--- config.mk ---
export PLATFORM = sky130hd
export DESIGN_NAME = strip_vertex_dequant_assembler
export DESIGN_NICKNAME = d
export VERILOG_FILES = /design/src/hdl/svda_pkg.sv /design/src/hdl/svda_axis.sv /design/src/hdl/svda_strip.sv /design/src/hdl/strip_vertex_dequant_assembler.sv
export VERILOG_INCLUDE_DIRS = /design/src /design/src/hdl
export SDC_FILE = /design/constraint.sdc
export NUM_CORES = 1
export LEC_CHECK = 0
export BUFFER_PORTS_ARGS = -buffer_cell sky130_fd_sc_hd__buf_4
export CAP_MARGIN = 10
export CELL_PAD_IN_SITES_DETAIL_PLACEMENT = 0
export CELL_PAD_IN_SITES_GLOBAL_PLACEMENT = 2
export CORE_AREA = 2 2 317 319
export DETAILED_ROUTE_END_ITERATION = 7
export DIE_AREA = 0 0 319 321
export MAX_ROUTING_LAYER = met4
export PLACE_DENSITY = 0.94
export SYNTH_ARGS = -nofsm -noshare
export SYNTH_HDL_FRONTEND = slang
export SYNTH_SLANG_ARGS = --single-unit
export TNS_END_PERCENT = 20
--- constraint.sdc ---
create_clock -name clk -period 40.6 [get_ports clk]
set_clock_uncertainty 0.2 [all_clocks]
set_input_delay 4.06 -clock clk [delete_from_list [all_inputs] [get_ports clk]]
set_output_delay 4.06 -clock clk [all_outputs]
set_load 0.02 [all_outputs]
--- src/hdl/strip_vertex_dequant_assembler_macros.svh ---
// Assertion macros shared by the strip vertex dequant assembler.
// Expects clk and arst_n in the scope of use.
`ifndef STRIP_VERTEX_DEQUANT_ASSEMBLER_MACROS_SVH
`define STRIP_VERTEX_DEQUANT_ASSEMBLER_MACROS_SVH

// check a property on every rising clock edge outside reset
`define SVDA_ASSERT(lbl, prop, msg) \
	lbl: assert property (@(posedge clk) disable iff (!arst_n) (prop)) else $error(msg);

// check that a condition never holds
`define SVDA_NEVER(lbl, cond, msg) \
	lbl: assert property (@(posedge clk) disable iff (!arst_n) !(cond)) else $error(msg);

`endif

--- src/hdl/svda_pkg.sv ---
// Shared types and constants of the strip vertex dequant assembler.
// No dependencies.
package svda_pkg;

	localparam logic [7:0] EXP_BASE = 8'h49;

	localparam logic [2:0] REG_SCALE_EXP_X = 3'd0;
	localparam logic [2:0] REG_SCALE_EXP_Y = 3'd1;
	localparam logic [2:0] REG_SCALE_EXP_Z = 3'd2;
	localparam logic [2:0] REG_DOUBLE_MASK = 3'd3;
	localparam logic [2:0] REG_OFFSET_X    = 3'd4;
	localparam logic [2:0] REG_OFFSET_Y    = 3'd5;
	localparam logic [2:0] REG_OFFSET_Z    = 3'd6;

	// input word, pos_x in the lowest bits
	typedef struct packed {
		logic [7:0]         attr_c;
		logic [7:0]         attr_b;
		logic [7:0]         attr_a;
		logic signed [15:0] tex_v;
		logic signed [15:0] tex_u;
		logic [15:0]        pos_z;
		logic [15:0]        pos_y;
		logic [15:0]        pos_x;
	} in_word_t;

	// dequantized vertex, equal to one output corner word
	typedef struct packed {
		logic [7:0]         attr_c;
		logic [7:0]         attr_b;
		logic [7:0]         attr_a;
		logic signed [15:0] tex_v;
		logic signed [15:0] tex_u;
		logic signed [31:0] pos_z;
		logic signed [31:0] pos_y;
		logic signed [31:0] pos_x;
	} vertex_t;

endpackage

--- src/hdl/svda_axis.sv ---
// One position axis: power-of-two scale, offset add and 32-bit saturation.
// Uses svda_pkg.
module svda_axis #(
	parameter int FRAC_BITS = 16
) (
	input  logic [15:0]        q,
	input  logic [7:0]         scale_exp,
	input  logic               dbl,
	input  logic signed [32:0] offset,
	output logic signed [31:0] result
);
	import svda_pkg::*;

	localparam int SH_BASE = FRAC_BITS - 6;
	localparam int SW      = 16 + SH_BASE + 1;
	localparam int SUMW    = ((SW > 32) ? SW : 32) + 2;

	logic [6:0]        k;
	logic [7:0]        k2;
	logic [7:0]        base;
	logic [7:0]        lsh;
	logic [7:0]        rsh;
	logic [15:0]       q_rs;
	logic [SW-1:0]     scaled;
	logic [SUMW-1:0]   sum;
	logic [SUMW-32:0]  hi;

	always_comb begin
		k    = (scale_exp < EXP_BASE) ? 7'(EXP_BASE - scale_exp) : 7'd0;
		k2   = {k, 1'b0};
		base = 8'(SH_BASE) + {7'd0, dbl};
		lsh  = base - k2;
		rsh  = k2 - base;
		q_rs = q >> rsh[4:0];
		if (k2 <= base) begin
			scaled = {{(SW-16){1'b0}}, q} << lsh[4:0];
		end else if (rsh >= 8'd32) begin
			scaled = '0;
		end else begin
			scaled = {{(SW-16){1'b0}}, q_rs};
		end
		sum = {{(SUMW-SW){1'b0}}, scaled} + {{(SUMW-33){offset[32]}}, offset};
		hi  = sum[SUMW-1:31];
		if ((&hi) || !(|hi)) begin
			result = sum[31:0];
		end else if (sum[SUMW-1]) begin
			result = 32'sh8000_0000;
		end else begin
			result = 32'sh7fff_ffff;
		end
	end

endmodule

--- src/hdl/svda_strip.sv ---
// Strip restart tracking, vertex history and triangle corner output buffer.
// Uses svda_pkg and the assertion macro header.
`include "strip_vertex_dequant_assembler_macros.svh"

module svda_strip (
	input  logic              clk,
	input  logic              arst_n,
	input  logic              vld_s1,
	input  logic              first_s1,
	input  svda_pkg::vertex_t cur,
	output logic              take,
	output logic              m_tvalid,
	input  logic              m_tready,
	output logic [151:0]      m_tdata,
	output logic              m_tlast
);
	import svda_pkg::*;

	logic       in_first_q;
	logic       mark_q;
	logic [1:0] fill_q;
	vertex_t    hist_q [2];
	vertex_t    tri_q  [3];
	logic       tri_vld_q;
	logic [1:0] corner_q;

	logic       ifs0, mp0, ifs1, mp1, restart;
	logic [1:0] fill0, fill1, fill_nxt;
	logic       emit;
	logic       out_free;

	always_comb begin
		ifs0    = first_s1 ? 1'b1 : in_first_q;
		mp0     = first_s1 ? 1'b0 : mark_q;
		fill0   = first_s1 ? 2'd0 : fill_q;
		ifs1    = ifs0;
		mp1     = mp0;
		restart = 1'b0;
		if (cur.tex_u[0]) begin
			if (ifs0) begin
				ifs1 = 1'b0;
			end else if (!mp0) begin
				mp1 = 1'b1;
			end else begin
				mp1     = 1'b0;
				restart = 1'b1;
			end
		end
		fill1    = restart ? 2'd0 : fill0;
		emit     = (fill1 == 2'd2);
		fill_nxt = emit ? 2'd2 : fill1 + 2'd1;
	end

	assign out_free = !tri_vld_q || (m_tready && corner_q == 2'd2);
	assign take     = vld_s1 && (!emit || out_free);
	assign m_tvalid = tri_vld_q;
	assign m_tlast  = (corner_q == 2'd2);
	assign m_tdata  = tri_q[corner_q];

	always_ff @(posedge clk or negedge arst_n) begin
		if (!arst_n) begin
			in_first_q <= 1'b1;
			mark_q     <= 1'b0;
			fill_q     <= 2'd0;
			tri_vld_q  <= 1'b0;
			corner_q   <= 2'd0;
		end else begin
			if (take && emit) begin
				tri_vld_q <= 1'b1;
				corner_q  <= 2'd0;
			end else if (tri_vld_q && m_tready) begin
				if (corner_q == 2'd2) begin
					tri_vld_q <= 1'b0;
					corner_q  <= 2'd0;
				end else begin
					corner_q <= corner_q + 2'd1;
				end
			end
			if (take) begin
				in_first_q <= ifs1;
				mark_q     <= mp1;
				fill_q     <= fill_nxt;
			end
		end
	end

	always_ff @(posedge clk) begin
		if (take) begin
			hist_q[0] <= hist_q[1];
			hist_q[1] <= cur;
			if (emit) begin
				tri_q[0] <= hist_q[0];
				tri_q[1] <= hist_q[1];
				tri_q[2] <= cur;
			end
		end
	end

	`SVDA_ASSERT(a_load_starts, take && emit |=> m_tvalid && corner_q == 2'd0, "triangle not loaded")
	`SVDA_ASSERT(a_hold_corner, m_tvalid && !m_tready |=> m_tvalid && $stable(corner_q), "corner moved while stalled")
	`SVDA_ASSERT(a_mid_tri, m_tvalid && m_tready && !m_tlast |=> m_tvalid, "triangle cut short")
	`SVDA_NEVER(a_fill_range, fill_q == 2'd3, "strip fill overflow")
	`SVDA_NEVER(a_no_overwrite, take && emit && tri_vld_q && !(m_tready && m_tlast), "pending triangle overwritten")

endmodule

--- src/hdl/strip_vertex_dequant_assembler.sv ---
// Top level: config registers, input register and the three position axes.
// Uses svda_pkg, svda_axis and svda_strip.
//
//  channel | direction | handshake          | payload
//  s       | in        | s_tvalid/s_tready  | s_tdata vertex, s_tuser first_of_mesh
//  m       | out       | m_tvalid/m_tready  | m_tdata corner, m_tlast last_corner
//  cfg     | in        | cfg_valid/cfg_ready| cfg_index, cfg_data
//
// A vertex is registered, dequantized and shifted into the history once the strip takes it.
// A vertex that closes a triangle occupies the corner buffer for its three corner words;
// the next closing vertex waits until the last corner is being taken, while filling vertices flow
// at one per cycle. Output stalls back up into the input register and then s_tready.
// Reset clears strip state and restores the config register defaults; cfg_ready is high.
module strip_vertex_dequant_assembler #(
	parameter int FRAC_BITS = 16
) (
	input  logic         clk,
	input  logic         arst_n,
	input  logic         s_tvalid,
	output logic         s_tready,
	input  logic [103:0] s_tdata,   // pos_x, pos_y, pos_z, tex_u, tex_v, attr_a, attr_b, attr_c
	input  logic         s_tuser,   // first_of_mesh
	output logic         m_tvalid,
	input  logic         m_tready,
	output logic [151:0] m_tdata,   // out_pos_x, out_pos_y, out_pos_z, out_u, out_v,
	                                // out_attr_a, out_attr_b, out_attr_c
	output logic         m_tlast,   // last_corner
	input  logic         cfg_valid,
	output logic         cfg_ready,
	input  logic [2:0]   cfg_index,
	input  logic [31:0]  cfg_data
);
	import svda_pkg::*;

	logic [7:0]         exp_x_q, exp_y_q, exp_z_q;
	logic [2:0]         dbl_q;
	logic signed [31:0] off_x_q, off_y_q, off_z_q;

	logic               vld_s1;
	logic               first_s1;
	in_word_t           in_s1;

	logic signed [32:0] off_x33, off_y33, off_z33;
	vertex_t            cur;
	logic               take;

	assign cfg_ready = 1'b1;

	always_ff @(posedge clk or negedge arst_n) begin
		if (!arst_n) begin
			exp_x_q <= EXP_BASE;
			exp_y_q <= EXP_BASE;
			exp_z_q <= EXP_BASE;
			dbl_q   <= 3'd0;
			off_x_q <= '0;
			off_y_q <= '0;
			off_z_q <= '0;
		end else if (cfg_valid) begin
			unique case (cfg_index)
				REG_SCALE_EXP_X: exp_x_q <= cfg_data[7:0];
				REG_SCALE_EXP_Y: exp_y_q <= cfg_data[7:0];
				REG_SCALE_EXP_Z: exp_z_q <= cfg_data[7:0];
				REG_DOUBLE_MASK: dbl_q   <= cfg_data[2:0];
				REG_OFFSET_X:    off_x_q <= cfg_data;
				REG_OFFSET_Y:    off_y_q <= cfg_data;
				REG_OFFSET_Z:    off_z_q <= cfg_data;
				default: ;
			endcase
		end
	end

	assign s_tready = !vld_s1 || take;

	always_ff @(posedge clk or negedge arst_n) begin
		if (!arst_n) begin
			vld_s1 <= 1'b0;
		end else if (s_tready) begin
			vld_s1 <= s_tvalid;
		end
	end

	always_ff @(posedge clk) begin
		if (s_tvalid && s_tready) begin
			in_s1    <= in_word_t'(s_tdata);
			first_s1 <= s_tuser;
		end
	end

	assign off_x33 = 33'sd0 - {off_x_q[31], off_x_q};
	assign off_y33 = {off_y_q[31], off_y_q};
	assign off_z33 = {off_z_q[31], off_z_q};

	svda_axis #(.FRAC_BITS(FRAC_BITS)) u_axis_x (
		.q(in_s1.pos_x), .scale_exp(exp_x_q), .dbl(dbl_q[0]), .offset(off_x33),
		.result(cur.pos_x)
	);
	svda_axis #(.FRAC_BITS(FRAC_BITS)) u_axis_y (
		.q(in_s1.pos_y), .scale_exp(exp_y_q), .dbl(dbl_q[1]), .offset(off_y33),
		.result(cur.pos_y)
	);
	svda_axis #(.FRAC_BITS(FRAC_BITS)) u_axis_z (
		.q(in_s1.pos_z), .scale_exp(exp_z_q), .dbl(dbl_q[2]), .offset(off_z33),
		.result(cur.pos_z)
	);

	assign cur.tex_u  = in_s1.tex_u;
	assign cur.tex_v  = in_s1.tex_v;
	assign cur.attr_a = in_s1.attr_a;
	assign cur.attr_b = in_s1.attr_b;
	assign cur.attr_c = in_s1.attr_c;

	svda_strip u_strip (
		.clk(clk),
		.arst_n(arst_n),
		.vld_s1(vld_s1),
		.first_s1(first_s1),
		.cur(cur),
		.take(take),
		.m_tvalid(m_tvalid),
		.m_tready(m_tready),
		.m_tdata(m_tdata),
		.m_tlast(m_tlast)
	);

endmodule

==> out/results.ini, run 1 <==
[synth]
synth_edf_count=865
postSynthAreaPerCell_um2=13.3
synth_flop_cell=edfxtp_1
synthArstFlopShare_pct=13.2
ys_ff_latch=996
postSynthCellCount=3403
syn_nets=3647
ys_types=93
synth_seq_area_share_pct=64.9
yosys_warnings=0
syn_area_um2=45100

[final_layout]
area_delta_synth_final_pct=15.5
drive_above_1_share_pct=18.1
nets=3909

[detailed_routing]
antenna_left=0
viasPerCell=5.47
num_vias=27700
drt-initial-drc-count=2661
routedWlPerCell_um=21.1
wl_um=107000
post-route-drc-count=0
first_pass_iters=5

[grt]
top_usage_layer=met2
antenna_found_initial=17
gr-total-overflow=0
use_met2_pct=31.1
met1_usage_pct=29.0
grt_pass1_vias=26600
grt_pass1_wl_um=161000
grt_use_total_pct=21.0
use_met3_pct=4.70
grt_max_degree=224

[clocking]
cts_sinks=996
cts.clk_slew.worst_paths_ns=0.06
cts_tree=built
numCtsBuffers=100
hold_buffers=0
cts-root-buf=clkbuf_16
cts_buffer_depth=3
insertion_delay_ns=0.70
htree_levels=3
post_cts_buffers=0
post_cts_resized=0

[worst_setup_path]
end_kind=output port
crit_arrival_ns=4.99
rrSetupSlack_ns=32.48
path_class=in2out
cp.required_ns=36.34
start_kind=input pin
cp_max_fo=3

[die]
die_y_um=321
io_pins=301
die_area_um2=102000
initial_core_util_pct=45.4
core_region_area_um2=99300
die_x_um=319
rows=116

[placed_design]
io_buffers=299
gp_congestion=0.921
dp_hpwl_um=75100

[timing]
fmax_mhz=108
final_max_slew_viol_count=0
hold_viol=0
slew_headroom_pct=22.8
fin_setup_tns_ns=0
fin_crit_ns=9.25
grt_setup_unrepaired=no
tightestPinTransition_ns=1.15
fin_crit_sh_pct=22.8
setup_violations=0

[job]
cap_violations=0

[pwr]
p_per_area_nw_per_um2=77.0
power_uw=4010
ir_drop_uv=51.5
power_leakage_uw=0.0193

[run_status]
status=finished, final reports clean

[min_path]
hold_class=reg2reg

-- layout by cell type (no fill, tap or decap), types with 23 or more instances in the layout --
cell	synthesis	layout
edfxtp_1	865	865
nand2_1	396	396
o21ai_0	347	347
buf_4	1	327
mux2i_1	256	255
a21oi_1	159	159
nor2_1	140	140
dfrtp_1	121	119
mux2_2	115	115
clkbuf_16	0	101
ha_1	96	96
inv_1	77	77
nand3_1	46	46
xnor2_1	45	45
xor2_1	44	44
nor3_1	45	43
a21o_1	36	36
mux4_2	30	30
o211ai_1	27	27
a211oi_1	26	26
a31oi_1	24	24
nor2b_1	24	24
o22ai_1	23	23
-- path summary, 6_finish.rpt --
check                                 startpoint                      to  cells past startpoint
min in group asynchronous                 arst_n              exp_x_q[1]                      1
max in group asynchronous                 arst_n     u_strip.corner_q[0]                      2
min                        u_strip.hist_q[0][10]    u_strip.tri_q[0][10]                      0
max reg2reg                           exp_x_q[1]  u_strip.hist_q[0][171]                     24
max                                     m_tready                s_tready                      4
min reg2reg                u_strip.hist_q[0][10]    u_strip.tri_q[0][10]                      0
-- flip-flops by register name (all words and copies together) (netlist names) --
| signal | flops |
|---|---|
| first_s1 | 1 |
| exp_y_q | 8 |
| exp_z_q | 8 |
| u_strip.m_tvalid | 1 |
| u_strip.fill_q | 2 |
| off_x_q | 32 |
| exp_x_q | 8 |
| cur | 56 |
| u_strip.hist_q | 304 |
| u_strip.in_first_q | 1 |
| vld_s1 | 1 |
| u_strip.tri_q | 456 |
| off_z_q | 32 |
| dbl_q | 3 |
| off_y_q | 32 |
| u_strip.mark_q | 1 |
| u_strip.corner_q | 2 |
| in_s1 | 48 |
-- cell families after synthesis --
family / count (synthesis) / synth area share (%)
flops: 996 / 64.9
simple gates: 762 / 7.56
other cells: 1 / 0.00831
fa+ha+maj: 99 / 2.80
buf+inv: 254 / 2.17
compound gates: 801 / 10.8
xor+xnor: 89 / 1.73
mux: 401 / 10.1
-- routing by layer --
metal  up-vias  part of all wire [%]
li1      13400                     -
met1     13500                    46
met2       669                    45
met3       153                   6.4
met4         0                   2.6
met5         -                     0
-- critical path, stage by stage --
cell      delay (ns)
buf_4           0.11
a21boi_0        0.41
nand3_1         0.21
buf_4           0.20
-- where the power goes --
group	switching [µW]	internal [µW]
clock network	393	540
registers	101	1430
logic	988	562
total	1480	2530
-- synthesized netlist by cell type (26+ instances only) --
cell type	n	area share (%)
a21oi_1	159	1.8
mux2_2	115	2.9
o21ai_0	347	3.9
xor2_1	44	0.85
o211ai_1	27	0.45
nor3_1	45	0.50
clkbuf_1	135	1.1
edfxtp_1	865	58
dfrtp_1	121	6.7
nand3_1	46	0.51
mux2i_1	256	5.7
a211oi_1	26	0.43
nand2_1	396	3.3
nor2_1	140	1.2
a21o_1	36	0.60
ha_1	96	2.7
inv_1	77	0.64
xnor2_1	45	0.87
mux4_2	30	1.5
-- per-stage QoR --
| stage | hold WS, ns | instance area, µm² | util (%) | worst slack (ns) | std cells |
|---|---|---|---|---|---|
| after detailed placement | 0.205 | 48600 | 49.0 | 31.34 | 4860 |
| after global placement | 0.200 | 48600 | 49.0 | 31.35 | 4860 |
| after CTS | 0.171 | 52000 | 52.4 | 31.34 | 5047 |
| final | 0.182 | 52100 | 52.5 | 31.35 | 5066 |
| after global routing | 0.185 | 52100 | 52.5 | 31.15 | 5065 |
| after floorplan | 0.200 | 45100 | - | 9.38 | 3403 |
-- layout make-up --
cell class / instances / area [µm²]
Antenna cell: 18 / 45.0
Clock buffer: 120 / 2600
Clock inverter: 67 / 792
Fill cell: 8392 / 47200
Inverter: 81 / 304
Multi-Input combinational cell: 2153 / 14900
Sequential cell: 996 / 29300
Tap cell: 1298 / 1620
Timing Repair Buffer: 333 / 2550
(Power assumes the default switching activity.)
==> run 2: changes to the inputs <==
Settings changed: CORE_AREA 2 2 317 319 to 2 2 327 329, DIE_AREA 0 0 319 321 to 0 0 329 331, PLACE_DENSITY 0.94 to 0.9.
Clock period 40.6 ns to 9.3 ns, I/O delays scaled along.
==> run 2 against run 1 <==
Effect of this change: power grew to 4.4 times the previous value; worst setup slack worse by 29 ns; final area increased by 0.35%; wire length is 2.3% higher; die area is 6.3% higher; non-clock buffer count grew 8; combinational power grew to 4.4 times the previous value; sequential power rose to 4.4 times the previous value.
==> out/results.ini, run 2 (same netlist as run 1, synthesis figures left out) <==
[pwr]
pwr-share-comb_pct=38.6
power_leakage_uw=0.0193
ir_drop_uv=181
p_int_uw=11100
seqPwrFrac_pct=38.0
p_sw_share_pct=37.0
p_per_area_nw_per_um2=336
p_sw_uw=6510
power_uw=17600
p_clk_share_pct=23.4

[timing]
grt_setup_unrepaired=no
fin_setup_tns_ns=0
timing.final.ws_setup_ns=1.95
fin_crit_ns=7.35
fin_crit_sh_pct=79.1
whs_ns=0.0431
tightestPinTransition_ns=1.14
hold_viol=0
slew_headroom_pct=23.1
setup_violations=0
fmax_mhz=136
final_max_slew_viol_count=0

[worst_setup_path]
crit_chain=o21ai_0, nand2_1, a211o_1, inv_1, ha_1, a21oi_1, o41ai_1, a2bb2oi_1, or4_4, o21ai_1, ha_1, a21o_1, or3_1, o211ai_1, o211ai_2, a21oi_1, o32a_1, mux2i_2, buf_4, o311ai_0
path_class=reg2reg
path_depth=20
path_buf_inv=2
crit_arrival_ns=7.52
cp_max_fo=21
rrSetupSlack_ns=1.95
cp.required_ns=9.47
end_kind=flop
startpoint=exp_y_q[1]
reg2reg_to=u_strip.hist_q[0][207]
r2r-start=exp_y_q[1]
rr_worst_depth=20
cpPeakStageDelay_ns=0.67
start_kind=flop
cp-endpoint=u_strip.hist_q[0][207]
cp_top_family=compound AO/OA/AOI/OAI gates
cp_slowest_cell=or4_4

[detailed_routing]
post-route-drc-count=0
first_pass_iters=5
wl_um=109000
routedWlPerCell_um=21.2
viasPerCell=5.41
drt-initial-drc-count=2326
num_vias=27900
antenna_left=0

[final_layout]
top_register=u_strip.tri_q
area_delta_synth_final_pct=15.9
fin_area_um2=52300
final_cell_mix=edfxtp_1 (865), nand2_1 (396), o21ai_0 (347)
largest_reg_flops=456
nets=3916
final_common_cell=edfxtp_1
drive_above_1_share_pct=18.6

[die]
io_pins=301
die_y_um=331
die_area_um2=109000
initial_core_util_pct=43.0
core_region_area_um2=105000
rows=119
die_x_um=329

[clocking]
post_cts_resized=0
post_cts_buffers=0
hold_buffers=0
cts_tree=built
numCtsBuffers=99
htree_levels=3
cts-root-buf=clkbuf_16
insertion_delay_ns=0.68
cts_sinks=996
cts_buffer_depth=3
cts.clk_slew.worst_paths_ns=0.06

[grt]
grt_max_degree=177
grt_pass1_vias=26800
grt_use_total_pct=20.3
antenna_found_initial=13
gr-total-overflow=0
grt_pass1_wl_um=165000

[job]
cap_violations=0

[placed_design]
dp_hpwl_um=78100
postPlaceCellArea_um2=48800
io_buffers=299
gp_congestion=0.882
pre_cts_ws_ns=2.02

[run_status]
status=finished, final reports clean

[min_path]
hold_class=in2async

## run 2: worst reg2reg max path, delay by kind of cell (launching register included)
kind	cells	cell delay, ns
and+or+nand+nor	3	1.10
DFF	1	0.42
muxes	1	0.48
adders and majority gates	2	0.66
AOI/OAI and AO/OA	12	3.37
buffers and inverters	2	0.81
## run 2: routing by layer
metal | global-route usage [%] | vias to the layer above | wire (µm)
met2 | 31.1 | 729 | 50200
met1 | 27.9 | 13600 | 49900
met5 | - | - | 0
li1 | - | 13400 | -
met4 | 4.74 | 0 | 2130
met3 | 4.26 | 155 | 6950
## run 2: cell type report
type                    instances  area (µm²)
diodes                         13        32.5
clock buffers                 117        2650
repair buffers                341        2600
inverters                      81         304
fillers                      9124       52700
clock inverters                68         753
flip-flops and latches        996       29300
multi-input cells            2153       14900
well taps                    1391        1740
## run 2: worst min path at each step
| stage | end | startpoint | cells after the start | slack (ns) |
|---|---|---|---|---|
| 4_1_cts | off_x_q[2] | arst_n | 1 | 0.03 |
| 6_report | dbl_q[0] | arst_n | 1 | 0.04 |
| 2_1_floorplan | u_strip.tri_q[0][0] | u_strip.hist_q[0][0] | 0 | 0.20 |
| 3_5_place_dp | u_strip.tri_q[0][121] | u_strip.hist_q[0][121] | 0 | 0.20 |
| 3_3_place_gp | u_strip.tri_q[0][115] | u_strip.hist_q[0][115] | 0 | 0.20 |
| 5_1_grt | exp_y_q[7] | arst_n | 1 | 0.07 |
## run 2: through the flow
stage	utilization [%]	cells
after global placement	46.5	4962
after CTS	49.8	5147
after floorplan	-	3403
after detailed placement	46.5	4962
final	49.8	5160
after global routing	49.8	5160
## run 2: power groups by stage
stage / Combinational [µW] / Clock, µW / Sequential [µW]
global placement: 6780 / 0 / 6710
detailed placement: 6790 / 0 / 6780
CTS: 6810 / 4220 / 6680
finish: 6790 / 4110 / 6670
global route: 7440 / 4400 / 6770
floorplan: 4580 / 0 / 6600
==> run 3: changes to the inputs <==
Settings changed: ABC_AREA set to 1, CORE_AREA 2 2 327 329 to 2 2 346 348, DIE_AREA 0 0 329 331 to 0 0 348 350.
Clock period 9.3 ns to 6.9 ns, I/O delays scaled along.
==> run 3 against run 2 <==
Effect of this change: sequential cell count stayed put; sequential power is 31% higher; global-route usage is 1.5 points higher; sequential share of layout area is 2.9 points lower; register-to-register slack worse by 1.0 ns; power is 36% higher; fmax is 24% higher; final cell count is 30% higher; clock power is 32% higher; die area is 12% higher.
==> out/results.ini, run 3 <==
[synth]
synthAdderAreaFrac_pct=2.68
synth_edf_count=865
synth_mux_area_share_pct=0.0213
postSynthCellCount=4707
yosys.area.top_type_share_pct=55.3
synth_top_family_by_area=simple AND/OR/NAND/NOR gates
yosys_warnings=0
synth_top_cell_by_area=edfxtp_1
syn_nets=4951
syn_area_um2=47000
ys_types=55
synth-xor-area-share_pct=1.15
synthTopCellsByArea=edfxtp_1 (55%), nand2_1 (10%), nand3_1 (7.3%)
synth-simple-area-share_pct=21.8
yosysMostFrequentCell=nand2_1
synth_seq_area_share_pct=62.3
synthArstFlopShare_pct=13.2
ys_ff_latch=996
synthTopCellsByCount=nand2_1 (1267), edfxtp_1 (865), nand3_1 (683)
postSynthAreaPerCell_um2=9.98
synth_compound_area_share_pct=7.22
synth_flop_cell=edfxtp_1

[placed_design]
placed_cells=6391
io_buffers=299
dp_hpwl_um=94000
gp_congestion=0.935

[detailed_routing]
drt-initial-drc-count=2978
viasPerCell=5.12
post-route-drc-count=0
num_vias=34300
routedWlPerCell_um=19.6
antenna_left=0
first_pass_iters=6
wl_um=131000

[final_layout]
final_common_cell=nand2_1
n_fill_cell=11000
top_register=u_strip.tri_q
area_delta_synth_final_pct=17.2
multi_input_area_um2=15500
final_cell_mix=nand2_1 (1263), edfxtp_1 (865), nand3_1 (683)
seqCellArea_um2=29300
fin_cells=6689
nets=5310
largest_reg_flops=456
drive_above_1_share_pct=11.6

[die]
die_y_um=350
initial_core_util_pct=39.9
rows=126
die_area_um2=122000
die_x_um=348
core_region_area_um2=118000
io_pins=301

[worst_setup_path]
cp.required_ns=7.23
crit_top_cell=nand2_1
path_class=reg2reg
rrSetupSlack_ns=0.95
rr_worst_depth=30
r2r-start=exp_z_q[3]
cp_slowest_cell=ha_1
crit_arrival_ns=6.28
end_kind=flop
cpPeakStageDelay_ns=0.61
start_kind=flop
reg2reg_to=u_strip.hist_q[0][245]
cp_max_fo=30

[pwr]
p_per_area_nw_per_um2=434
p_sw_uw=9620
ir_drop_uv=210
p_clk_share_pct=22.6
seqPwrFrac_pct=36.5
pwr-share-comb_pct=40.8
p_sw_share_pct=40.3
power_leakage_uw=0.0227
p_int_uw=14300

[timing]
fmax_mhz=168
grt_setup_unrepaired=no
fin_crit_sh_pct=86.3
final_max_slew_viol_count=0
setup_violations=0
hold_viol=0
slew_headroom_pct=23.7
tightestPinTransition_ns=1.14
fin_crit_ns=5.95
whs_ns=0.0843
fin_setup_tns_ns=0

[grt]
grt_use_total_pct=21.8
grt_pass1_vias=32800
grt_pass1_wl_um=198000
gr-total-overflow=0
antenna_found_initial=4
grt_max_degree=157

[clocking]
cts.clk_slew.worst_paths_ns=0.06
insertion_delay_ns=0.69
cts_sinks=996
numCtsBuffers=103
cts_tree=built
htree_levels=3
cts-root-buf=clkbuf_16
cts_buffer_depth=3

[min_path]
worstHoldPathCells=3
min_to=vld_s1
hold_class=in2reg
hold_start=s_tvalid

[run_status]
status=finished, final reports clean

[job]
cap_violations=0

-- run 3: kinds of logic (layout without fill, tap and decap cells) --
group / after synthesis / after routing
AO/OA/AOI/OAI: 617 / 617
XOR/XNOR: 60 / 60
AND/OR/NAND/NOR: 2371 / 2371
multiplexers: 1 / 1
other: 1 / 4
flip-flops: 996 / 996
buffers and inverters: 562 / 1005
adder cells (fa/ha/maj): 99 / 99
-- run 3: power by group through the flow --
stage                     Sequential [µW]  Clock [µW]  Combinational [µW]
after CTS                            8730        5560                9780
final                                8720        5410                9750
after global placement               8780           0                9670
after floorplan                      8740           0                6280
after global routing                 8830        5780               10800
after detailed placement             8850           0                9700
-- run 3: worst max-delay path, delay by kind of cell, from the launching register on --
kind / cells / cell delay, ns
DFF: 1 / 0.58
adders and majority gates: 3 / 1.21
and+or+nand+nor: 17 / 1.77
AOI/OAI and AO/OA: 5 / 1.12
buffers and inverters: 5 / 0.89
-- run 3: stage by stage --
step	instance area [µm²]	power, µW	utilization [%]	setup WS (ns)
after floorplan	47000	15000	-	-6.81
after global placement	50700	18500	43.1	0.886
after detailed placement	50700	18600	43.1	0.914
after CTS	55100	24100	46.8	0.920
after global routing	55100	25400	46.8	0.383
final	55100	23900	46.8	0.945
-- run 3: area by class of cell --
class	count	share of cell area, %
Antenna cell	3	0.0136
Clock buffer	128	4.89
Clock inverter	61	1.12
Inverter	376	2.60
Multi-Input combinational cell	3149	28.1
Sequential cell	996	53.1
Tap cell	1536	3.49
Timing Repair Buffer	440	6.67
-- run 3: timing repair --
item / 4_1_cts / 5_1_grt
endpoints found under the setup margin: 0 / 0
hold buffers: 106 / 0
hold endpoints to repair: 167 / 0
buffers inserted: 0 / 0
resized for setup: 0 / 0
-- run 3: metal layers --
layer  track usage, %  part of all wire (%)
met1             30.6                    47
met2             33.0                    45
met3             3.76                   5.6
met4             5.19                   2.3
met5                -                     0
-- run 3: worst max-delay path by stage --
stage                  startpoint                endpoint  slack [ns]  cells after the start
3_5_place_dp           exp_z_q[1]    u_strip.tri_q[2][76]        0.91                     30
2_1_floorplan  u_strip.in_first_q     u_strip.tri_q[0][0]       -6.81                     11
4_1_cts                exp_z_q[1]    u_strip.tri_q[2][93]        0.92                     30
5_1_grt                exp_z_q[3]  u_strip.hist_q[0][245]        0.38                     30
6_report               exp_z_q[3]  u_strip.hist_q[0][245]        0.95                     30
3_3_place_gp           exp_z_q[3]    u_strip.tri_q[2][74]        0.89                     30
